[src/design/sliding_window_median_filter_defines.svh]
// Assertion macros shared by the sliding window median filter RTL.
// Expects clk and rst_n in the scope where a macro is used.
`ifndef SLIDING_WINDOW_MEDIAN_FILTER_DEFINES_SVH
`define SLIDING_WINDOW_MEDIAN_FILTER_DEFINES_SVH

// Same-cycle implication, checked outside reset.
`define SWMF_ASSERT_NOW(name, ante, cons, msg) \
    name: assert property (@(posedge clk) disable iff (!rst_n) (ante) |-> (cons)) \
        else $error(msg);

// Next-cycle implication, checked outside reset.
`define SWMF_ASSERT_NEXT(name, ante, cons, msg) \
    name: assert property (@(posedge clk) disable iff (!rst_n) (ante) |=> (cons)) \
        else $error(msg);

`endif

[src/design/swmf_pkg.sv]
// Shared types and constants of the sliding window median filter.
// No dependencies; used by swmf_cell and sliding_window_median_filter.
`default_nettype none

package swmf_pkg;

    localparam int SAMPLE_W    = 16;
    localparam int CFG_INDEX_W = 2;
    localparam int CFG_DATA_W  = 16;

    typedef logic signed [SAMPLE_W-1:0] sample_t;

    // Configuration register indexes.
    typedef enum logic [CFG_INDEX_W-1:0] {
        REG_ENABLE     = 2'd0,
        REG_WIN_LEN    = 2'd1,
        REG_FILL_VALUE = 2'd2
    } cfg_reg_e;

    // Broadcast control seen by every cell of the sorted chain.
    typedef struct packed {
        logic    shift;       // insert x, evict the oldest entry
        logic    fill;        // load fill_value into every cell
        sample_t x;           // sample being inserted
        sample_t fill_value;  // value used by a refill
    } cell_ctrl_t;

endpackage

`default_nettype wire

[src/design/swmf_cell.sv]
// One cell of the sorted median chain: holds a value and its age tag.
// Depends on swmf_pkg for sample_t and cell_ctrl_t.
`default_nettype none

module swmf_cell
    import swmf_pkg::*;
#(
    parameter int AGE_W = 4
)
(
    input  logic             clk,
    input  cell_ctrl_t       ctrl,
    input  logic             active,
    input  logic [AGE_W-1:0] last_age,
    input  logic [AGE_W-1:0] fill_age,
    input  sample_t          prev_value,
    input  logic [AGE_W-1:0] prev_age,
    input  logic             prev_le,
    input  logic             prev_b,
    input  logic             self_b,
    input  sample_t          next_value,
    input  logic [AGE_W-1:0] next_age,
    input  logic             next_le,
    output sample_t          value,
    output logic [AGE_W-1:0] age,
    output logic             le,
    output logic             del
);

    sample_t          value_reg;
    sample_t          value_next;
    logic [AGE_W-1:0] age_reg;
    logic [AGE_W-1:0] age_next;
    logic             keep_low;
    logic             above;

    assign le  = active && (value_reg <= ctrl.x);
    assign del = active && (age_reg == last_age);

    // The surviving entry at this slot is still at or below the new sample.
    assign keep_low = self_b ? next_le : le;
    // The surviving entry one slot down is already above the new sample.
    assign above    = prev_b ? !le : !prev_le;

    always_comb
    begin
        value_next = value_reg;
        age_next   = age_reg;
        if (ctrl.fill)
        begin
            value_next = ctrl.fill_value;
            age_next   = fill_age;
        end
        else if (ctrl.shift)
        begin
            if (keep_low)
            begin
                value_next = self_b ? next_value : value_reg;
                age_next   = (self_b ? next_age : age_reg) + AGE_W'(1);
            end
            else if (above)
            begin
                value_next = prev_b ? value_reg : prev_value;
                age_next   = (prev_b ? age_reg : prev_age) + AGE_W'(1);
            end
            else
            begin
                value_next = ctrl.x;
                age_next   = '0;
            end
        end
    end

    always_ff @(posedge clk)
    begin
        value_reg <= value_next;
        age_reg   <= age_next;
    end

    assign value = value_reg;
    assign age   = age_reg;

endmodule

`default_nettype wire

[src/design/sliding_window_median_filter.sv]
// Sliding window median filter, top level.
// Depends on swmf_pkg, swmf_cell and sliding_window_median_filter_defines.svh.
//
// Input channel (in_valid, in_stall, sample) takes one signed sample per transfer;
// output channel (out_valid, out_stall, filtered) returns one result per sample:
// the median of the last window-length samples (upper middle value for an even
// length), or the sample itself while enable is 0. Configuration channel (cfg_valid,
// cfg_ready, cfg_index, cfg_data) writes enable, the window length and the fill
// value; every effective write refills the window with the fill value, and a
// length outside 1..MAX_WINDOW is dropped.
// The window is a chain of MAX_WINDOW cells kept in ascending order with age tags.
// A filtered sample evicts the oldest cell and is inserted at its sorted place at
// its own transfer edge and marked pending; once the output register is free, the
// median is loaded into it and out_valid rises. Throughput is one sample
// per cycle while the receiver takes results. When out_stall holds a result, one
// more sample may enter and wait in the chain; then in_stall rises until the output
// register drains. Reset sets enable=0, a window length of 3 and a fill value of 0
// and empties the output; the cells hold no defined contents until the first
// configuration write.
`default_nettype none
`include "sliding_window_median_filter_defines.svh"

module sliding_window_median_filter
    import swmf_pkg::*;
#(
    parameter int MAX_WINDOW = 16
)
(
    input  logic                   clk,
    input  logic                   rst_n,
    input  logic                   in_valid,
    output logic                   in_stall,
    input  sample_t                sample,
    output logic                   out_valid,
    input  logic                   out_stall,
    output sample_t                filtered,
    input  logic                   cfg_valid,
    output logic                   cfg_ready,
    input  logic [CFG_INDEX_W-1:0] cfg_index,
    input  logic [CFG_DATA_W-1:0]  cfg_data
);

    localparam int WS_W  = $clog2(MAX_WINDOW + 1);
    localparam int AGE_W = (MAX_WINDOW > 1) ? $clog2(MAX_WINDOW) : 1;

    // Configuration registers.
    logic            enable_reg;
    logic            enable_next;
    logic [WS_W-1:0] win_len_reg;
    logic [WS_W-1:0] win_len_next;
    sample_t         init_value_reg;
    sample_t         init_value_next;
    logic            refill;
    logic [WS_W-1:0] ws_in;

    // Handshake and result staging.
    logic    in_accept;
    logic    cfg_accept;
    logic    pend_reg;
    logic    pend_next;
    logic    bypass_reg;
    sample_t bypass_value_reg;
    logic    out_valid_reg;
    sample_t out_data_reg;
    logic    out_free;
    logic    move;

    // Cell chain.
    cell_ctrl_t       ctrl;
    sample_t          cell_value [MAX_WINDOW];
    logic [AGE_W-1:0] cell_age   [MAX_WINDOW];
    logic [MAX_WINDOW-1:0] cell_le;
    logic [MAX_WINDOW-1:0] cell_del;
    logic [MAX_WINDOW-1:0] del_below;
    logic [AGE_W-1:0] last_age;
    logic [WS_W-1:0]  half_size;
    logic [AGE_W-1:0] mid_idx;
    sample_t          median;

    assign in_accept  = in_valid && !in_stall;
    assign cfg_accept = cfg_valid && cfg_ready;
    assign cfg_ready  = !pend_reg;
    assign ws_in      = cfg_data[WS_W-1:0];

    // Configuration decode; any effective write triggers a refill.
    always_comb
    begin
        enable_next     = enable_reg;
        win_len_next    = win_len_reg;
        init_value_next = init_value_reg;
        refill          = 1'b0;
        if (cfg_accept)
        begin
            case (cfg_index)
                REG_ENABLE:
                begin
                    enable_next = cfg_data[0];
                    refill      = 1'b1;
                end
                REG_WIN_LEN:
                begin
                    if ((ws_in >= WS_W'(1)) && (ws_in <= WS_W'(MAX_WINDOW)))
                    begin
                        win_len_next = ws_in;
                        refill       = 1'b1;
                    end
                end
                REG_FILL_VALUE:
                begin
                    init_value_next = sample_t'(cfg_data[SAMPLE_W-1:0]);
                    refill          = 1'b1;
                end
                default:
                begin
                    refill = 1'b0;
                end
            endcase
        end
    end

    always_ff @(posedge clk or negedge rst_n)
    begin
        if (!rst_n)
        begin
            enable_reg     <= 1'b0;
            win_len_reg    <= WS_W'(3);
            init_value_reg <= '0;
        end
        else
        begin
            enable_reg     <= enable_next;
            win_len_reg    <= win_len_next;
            init_value_reg <= init_value_next;
        end
    end

    assign ctrl.shift      = in_accept && enable_reg;
    assign ctrl.fill       = refill;
    assign ctrl.x          = sample;
    assign ctrl.fill_value = init_value_next;

    assign last_age = AGE_W'(win_len_reg - WS_W'(1));

    // The chain itself. del_below[k] marks an eviction at or below slot k.
    for (genvar k = 0; k < MAX_WINDOW; k++)
    begin : g_cell
        logic [WS_W-1:0]  fill_age_w;
        logic             active;
        sample_t          prev_value;
        logic [AGE_W-1:0] prev_age;
        logic             prev_le;
        logic             prev_b;
        sample_t          next_value;
        logic [AGE_W-1:0] next_age;
        logic             next_le;

        // After a refill the lowest slot is the oldest entry.
        assign fill_age_w   = win_len_next - WS_W'(1) - WS_W'(k);
        assign active       = win_len_reg > WS_W'(k);
        assign del_below[k] = |cell_del[k:0];

        if (k == 0)
        begin : g_first
            assign prev_value = '0;
            assign prev_age   = '0;
            assign prev_le    = 1'b1;
            assign prev_b     = 1'b0;
        end
        else
        begin : g_inner_prev
            assign prev_value = cell_value[k-1];
            assign prev_age   = cell_age[k-1];
            assign prev_le    = cell_le[k-1];
            assign prev_b     = del_below[k-1];
        end

        if (k == MAX_WINDOW - 1)
        begin : g_last
            assign next_value = '0;
            assign next_age   = '0;
            assign next_le    = 1'b0;
        end
        else
        begin : g_inner_next
            assign next_value = cell_value[k+1];
            assign next_age   = cell_age[k+1];
            assign next_le    = cell_le[k+1];
        end

        swmf_cell #(
            .AGE_W (AGE_W)
        ) u_cell (
            .clk        (clk),
            .ctrl       (ctrl),
            .active     (active),
            .last_age   (last_age),
            .fill_age   (fill_age_w[AGE_W-1:0]),
            .prev_value (prev_value),
            .prev_age   (prev_age),
            .prev_le    (prev_le),
            .prev_b     (prev_b),
            .self_b     (del_below[k]),
            .next_value (next_value),
            .next_age   (next_age),
            .next_le    (next_le),
            .value      (cell_value[k]),
            .age        (cell_age[k]),
            .le         (cell_le[k]),
            .del        (cell_del[k])
        );
    end

    // The median sits at slot (window length)/2 of the sorted chain.
    assign half_size = win_len_reg >> 1;
    assign mid_idx   = half_size[AGE_W-1:0];
    assign median    = cell_value[mid_idx];

    // A pending result moves into the output register once it is free.
    assign out_free  = !out_valid_reg || !out_stall;
    assign move      = pend_reg && out_free;
    assign in_stall  = pend_reg && !out_free;
    assign pend_next = in_accept || (pend_reg && !move);

    always_ff @(posedge clk or negedge rst_n)
    begin
        if (!rst_n)
        begin
            pend_reg      <= 1'b0;
            out_valid_reg <= 1'b0;
        end
        else
        begin
            pend_reg <= pend_next;
            if (move)
            begin
                out_valid_reg <= 1'b1;
            end
            else if (!out_stall)
            begin
                out_valid_reg <= 1'b0;
            end
        end
    end

    always_ff @(posedge clk)
    begin
        if (in_accept)
        begin
            bypass_reg       <= !enable_reg;
            bypass_value_reg <= sample;
        end
        if (move)
        begin
            out_data_reg <= bypass_reg ? bypass_value_reg : median;
        end
    end

    assign out_valid = out_valid_reg;
    assign filtered  = out_data_reg;

    // A filtered sample always evicts exactly one live cell.
    `SWMF_ASSERT_NOW(a_one_eviction, ctrl.shift, $onehot(cell_del), "eviction is not one-hot")
    // A pending result always reaches the output register.
    `SWMF_ASSERT_NEXT(a_move_fills_out, move, out_valid_reg, "pending result lost")
    // A sample taken while disabled is staged as a pass-through result.
    `SWMF_ASSERT_NEXT(a_bypass_staged, in_accept && !enable_reg, pend_reg && bypass_reg,
        "pass-through sample not staged")

endmodule

`default_nettype wire

[config.mk]
export PLATFORM = sky130hd
export DESIGN_NAME = sliding_window_median_filter
export DESIGN_NICKNAME = d
export VERILOG_FILES = /design/src/design/swmf_pkg.sv /design/src/design/swmf_cell.sv /design/src/design/sliding_window_median_filter.sv
export VERILOG_INCLUDE_DIRS = /design/src /design/src/design
export SDC_FILE = /design/constraint.sdc
export NUM_CORES = 2
export LEC_CHECK = 0
export BUFFER_PORTS_ARGS = -buffer_cell sky130_fd_sc_hd__buf_2
export CAP_MARGIN = 20
export CORE_MARGIN = 4
export CORE_UTILIZATION = 40
export DETAILED_ROUTE_END_ITERATION = 8
export PLACE_DENSITY = 0.6
export SETUP_SLACK_MARGIN = 0.02
export SLEW_MARGIN = 40
export SYNTH_ARGS = -nofsm -noshare
export SYNTH_HDL_FRONTEND = slang
export SYNTH_HIERARCHICAL = 1
export SYNTH_SLANG_ARGS = --single-unit
[constraint.sdc]
create_clock -name clk -period 11.57 [get_ports clk]
set_clock_uncertainty 0.15 [all_clocks]
set_input_delay 3.471 -clock clk [delete_from_list [all_inputs] [get_ports clk]]
set_output_delay 3.471 -clock clk [all_outputs]
set_load 0.02 [all_outputs]
* Word level (Yosys, flattened, before mapping)
Index checks and enable logic that the tools add are counted.
** Storage, ports and cells
- Output and inout port bits :: 19
- Bits of input ports :: 39
- Register bits :: 377
** Operators by class
- Reduce and logical (&&, ||, !) cells :: 84
- Add/sub/neg operators :: 33
- Bitwise logic cells :: 1
- Multiplexer cells :: 203
- Equality and inequality tests :: 20
- $lt $le $gt $ge :: 35
** Operators by type and width (count)
- $mux 16 :: 84
- $mux 4 :: 79
- $le 16x16->1 :: 16
- $add 4x1->4 const B :: 16
- $bmux 16 s4 :: 1
- $eq 4x4->1 :: 16
- $gt 5x4->1 const B :: 8
- $logic_and 1x1->1 :: 39
- $mux 1 :: 35
- $sub 4x4->4 const B :: 8
- $logic_not 1->1 :: 23
- $gt 5x3->1 const B :: 4
- $reduce_or 16->1 :: 1
- $sub 4x3->4 const B :: 4
- $mux 5 :: 3
- $reduce_or 15->1 :: 1
- $reduce_or 14->1 :: 1
- $reduce_or 13->1 :: 1
- $reduce_or 12->1 :: 1
- $sub 4x1->4 const B :: 3
- $reduce_or 11->1 :: 1
- $gt 5x1->1 const B :: 2
- $gt 5x2->1 const B :: 2
- $reduce_or 10->1 :: 1
- other kinds (22) :: 26

* Longest topological paths before layout
- Depth in word-level cells :: 10
- Gate-level depth with buffers :: 23

* Cells and area by module
The synthesis kept the hierarchy.
** By module, submodules not included
- swmf_cell at g_cell[0].u_cell ... :: sequential area each 600.6 um2, cells each 207, instances 15, area an instance 1996.9 um2
- sliding_window_median_filter :: sequential area each 1594.0 um2, cells each 349, instances 1, area an instance 4857.2 um2
- swmf_cell at g_cell[9].u_cell :: sequential area each 600.6 um2, cells each 214, instances 1, area an instance 2065.7 um2

* Least setup slack after synthesis
No wires, ideal clock.
- Kind :: register to register
- Start :: register win_len_reg[2]
- End :: register g_cell[15].u_cell.value_reg[0], enable pin
- Setup slack :: 3.809 ns
- Period minus slack after synthesis :: 7.761 ns
- Cell stages (with the launch flop) :: 17
- Data arrival time :: 7.164 ns
- Cells stage by stage :: dfrtp_1 clkbuf_1 clkbuf_1 clkbuf_1 buf_1 nor3_1 xnor2_1 xor2_1 nor4_1 or3_4 or4_4 or3_4 nor2_4 nand3b_4 or4_4 clkbuf_1 o311ai_0
** Between the ends
- Cells in the longest elaborated chain, start to end :: 7
- Elaborated cells between the ends (all ways) :: 54
** Ends and longest elaborated chain
- from (decl) :: line sliding_window_median_filter.sv:49 : logic [WS_W-1:0] win_len_reg;
- from (signal assigned) :: line sliding_window_median_filter.sv:132 : win_len_reg <= win_len_next;
- $sub 4x1->4 (*) :: line sliding_window_median_filter.sv:142 : assign last_age = AGE_W'(win_len_reg - WS_W'(1));
- net last_age[3] :: line sliding_window_median_filter.sv:75 : logic [AGE_W-1:0] last_age;
- $eq 4x4->1 (*) :: line swmf_cell.sv:38 : assign del = active && (age_reg == last_age);
- $logic_and 1x1->1 (*) :: line swmf_cell.sv:38
- net cell_del[0] :: line sliding_window_median_filter.sv:73 : logic [MAX_WINDOW-1:0] cell_del;
- $reduce_or 16->1 (*) :: line sliding_window_median_filter.sv:160 : assign del_below[k] = |cell_del[k:0];
- $mux 1 :: line swmf_cell.sv:41 : assign keep_low = self_b ? next_le : le;
- $ne 3x2->1 (no source line) (*)
- $reduce_and 2->1 (no source line) (*)
- to (signal assigned) :: line swmf_cell.sv:76 : value_reg <= value_next;
- to (decl) :: line swmf_cell.sv:30 : sample_t value_reg;
Mark *: on every way through the listed nets, which the timed path passes. The rest lies on a longest branch.
A chain may end at the register's enable or synchronous reset.

* Worst setup path after layout
- Start :: input port out_stall
- End :: output port in_stall
** Between the ends
- Cells in the longest elaborated chain, start to end :: 4
** Ends and longest elaborated chain
- from (decl) :: line sliding_window_median_filter.sv:35 : input logic out_stall,
- $logic_not 1->1
- $logic_or 1x1->1 :: line sliding_window_median_filter.sv:219 : assign out_free = !out_valid_reg || !out_stall;
- $logic_not 1->1 :: line sliding_window_median_filter.sv:221 : assign in_stall = pend_reg && !out_free;
- $logic_and 1x1->1 :: line sliding_window_median_filter.sv:221
- to (decl) :: line sliding_window_median_filter.sv:32 : output logic in_stall,
No other way between the ends.

==> flow_summary.toml <==
[outcome]
status = "finished, final reports clean"

[logic_synthesis]
synth-edff-count = 353
synthArstFlopShare = 0.0637
syn_avg_cell_area_um2 = 10.1
netlist-cell-type-count = 77
synth_top_area_cell = "edfxtp_1"
ys_warn_count = 6
synthTopCellsByArea = "edfxtp_1 (29%), ha_1 (10%), mux2i_1 (9.2%)"
syn_area_um2 = 36900
ys_seq_elements = 377
yosysTopAreaCellShare = 0.287
synthCells = 3668
ys_seq_area_frac = 0.304
synth_ff_type = "edfxtp_1"

[clock_network]
cts_made_buffers = 46
path_clk_slew_ns = 0.07
cts_resized = 0
cts.path.max_buffers = 3
clk_latency_ns = 0.61
post_cts_buffers = 0
cts_root_buf = "clkbuf_16"
cts_sinks = 377
cts_tree = "built"
hold_buffers = 0
htreeDepth = 2

[worst_setup_path]
cp_max_fo = 4
cp-end-kind = "output port"
cp_cell_sequence = "buf_2 -> nand3_1 -> inv_1 -> buf_2"
critical_path_class = "primary input to output port"
worstPathRequired_ns = 7.95
slowest_delay_ns = 0.18
worst_path_max_delay_cell = "nand3_1"
crit_top_cell = "buf_2"
arrival_ns = 4.02
start_kind = "primary input"

[placement]
gp_congestion = 0.886
hpwl_um = 90500
port_buffers = 57

[die]
core_area_um2 = 91500
start_util = 0.403
dieArea_um2 = 97100
num_rows = 111
ios = 58
die_w_um = 312
die_h_um = 312

[grt]
grt_pass1_wl_um = 187000
grt_pass1_vias = 29600
grt-ovfl-total = 0
antenna_found_initial = 5
track_usage = 0.246
grt_max_degree = 67

[run]
cap_violations = 0

[layout]
fin_nets = 3957
largest_reg_flops = 256
drive_gt1_frac = 0.181
seq_area_um2 = 11200
nFillCells = 8708
layout_common_cells = "nand2_1 (367), edfxtp_1 (353), mux2i_1 (339)"
final_common_cell = "nand2_1"
multi_input_area_um2 = 23500
syn_to_final_growth_pct = 7.56

[timing]
drv_slew = 0
tightest_slew_ns = 0.949
fin_crit_sh = 0.660
maxSlewHeadroom = 0.361
finalHoldViolations = 0
fin_setup_tns_ns = 0
min_period_ns = 7.64
rsz0062_at_grt = "false"
finalSetupViolCount = 0
fmax_mhz = 131

[min_path]
hold_class = "register to register"

[drt]
drt_iter0_drc = 3083
viasPerCell = 6.36
wirelength_um = 125000
drt_first_pass_iters = 6
num_vias = 30800
ant_nets = 0
wire_per_inst_um = 25.8
drcViolationCount = 0
-- worst paths after layout --
check | endpoint | slack [ns] | from | cells past startpoint
setup / recovery | in_stall | 3.93 | out_stall | 4
hold / removal | bypass_reg | 0.39 | enable_reg | 1
setup reg to reg | g_cell[15].u_cell/value[4] | 4.24 | win_len_reg[2] | 15
hold reg to reg | bypass_reg | 0.39 | enable_reg | 1
max in group asynchronous | win_len_reg[2] | 8.00 | rst_n | 1
min in group asynchronous | enable_reg | 2.74 | rst_n | 1
-- worst max-delay path, delay by kind of cell --
family / cells / cell delay, ns
buffers and inverters: 3 / 0.37
AND/OR/NAND/NOR: 1 / 0.18
-- Yosys cell counts (16+ instances only) --
master and n:
xor2_1 86, buf_6 48, and2_1 18, inv_1 327
buf_4 30, or2_2 20, nor2_1 102, mux2_2 97
nor4_1 17, clkbuf_1 129, a22oi_1 94, mux2i_1 339
mux4_2 80, a221o_1 16, a21o_1 46, edfxtp_1 353
nand2_1 367, nor2b_1 47, nand3_1 41, a22oi_2 150
o21ai_0 32, a21oi_1 180, buf_2 32, xnor2_1 62
nand2b_1 18, dfrtp_1 22, nand4_1 64, ha_1 295
a31oi_1 288
-- final cells by class --
type / instances / share of cell area
repair buffers: 115 / 0.0201
clock buffers: 57 / 0.0306
clock inverters: 25 / 0.00672
well taps: 1186 / 0.0374
inverters: 327 / 0.0309
flip-flops and latches: 377 / 0.283
diodes: 1 / 0.0000631
multi-input cells: 2756 / 0.592
-- per-layer routing --
layer	vias to the layer above	track usage	part of all wire
li1	13800	-	-
met1	15300	0.332	0.42
met2	1427	0.395	0.46
met3	249	0.0456	0.085
met4	2	0.0887	0.039
met5	-	0	0.000064
-- cells by family (layout without fill, tap and decap cells) --
family	after synthesis	in the layout	synth area share
muxes	516	516	0.170
other	2	48	0.000204
AOI/OAI and AO/OA	984	984	0.210
xor gates and xnor gates	148	148	0.0352
buffers and inverters	580	524	0.0733
adders and majority gates	295	295	0.100
DFF	377	377	0.304
and+or+nand+nor	766	766	0.107
-- metrics by stage --
| stage | worst slack [ns] | cell area (um2) | hold slack [ns] | util | cells |
|---|---|---|---|---|---|
| after floorplan | 3.81 | 37000 | 0.357 | - | 3713 |
| after global placement | 3.65 | 37900 | 0.367 | 0.415 | 4758 |
| after detailed placement | 3.59 | 38000 | 0.370 | 0.415 | 4759 |
| after CTS | 3.92 | 39500 | 0.388 | 0.431 | 4841 |
| after global routing | 3.87 | 39700 | 0.407 | 0.433 | 4843 |
| final | 3.93 | 39700 | 0.389 | 0.433 | 4844 |
Power is not shown: default switching activity piles up to over one toggle a cycle in this logic, so the estimate is an artifact.
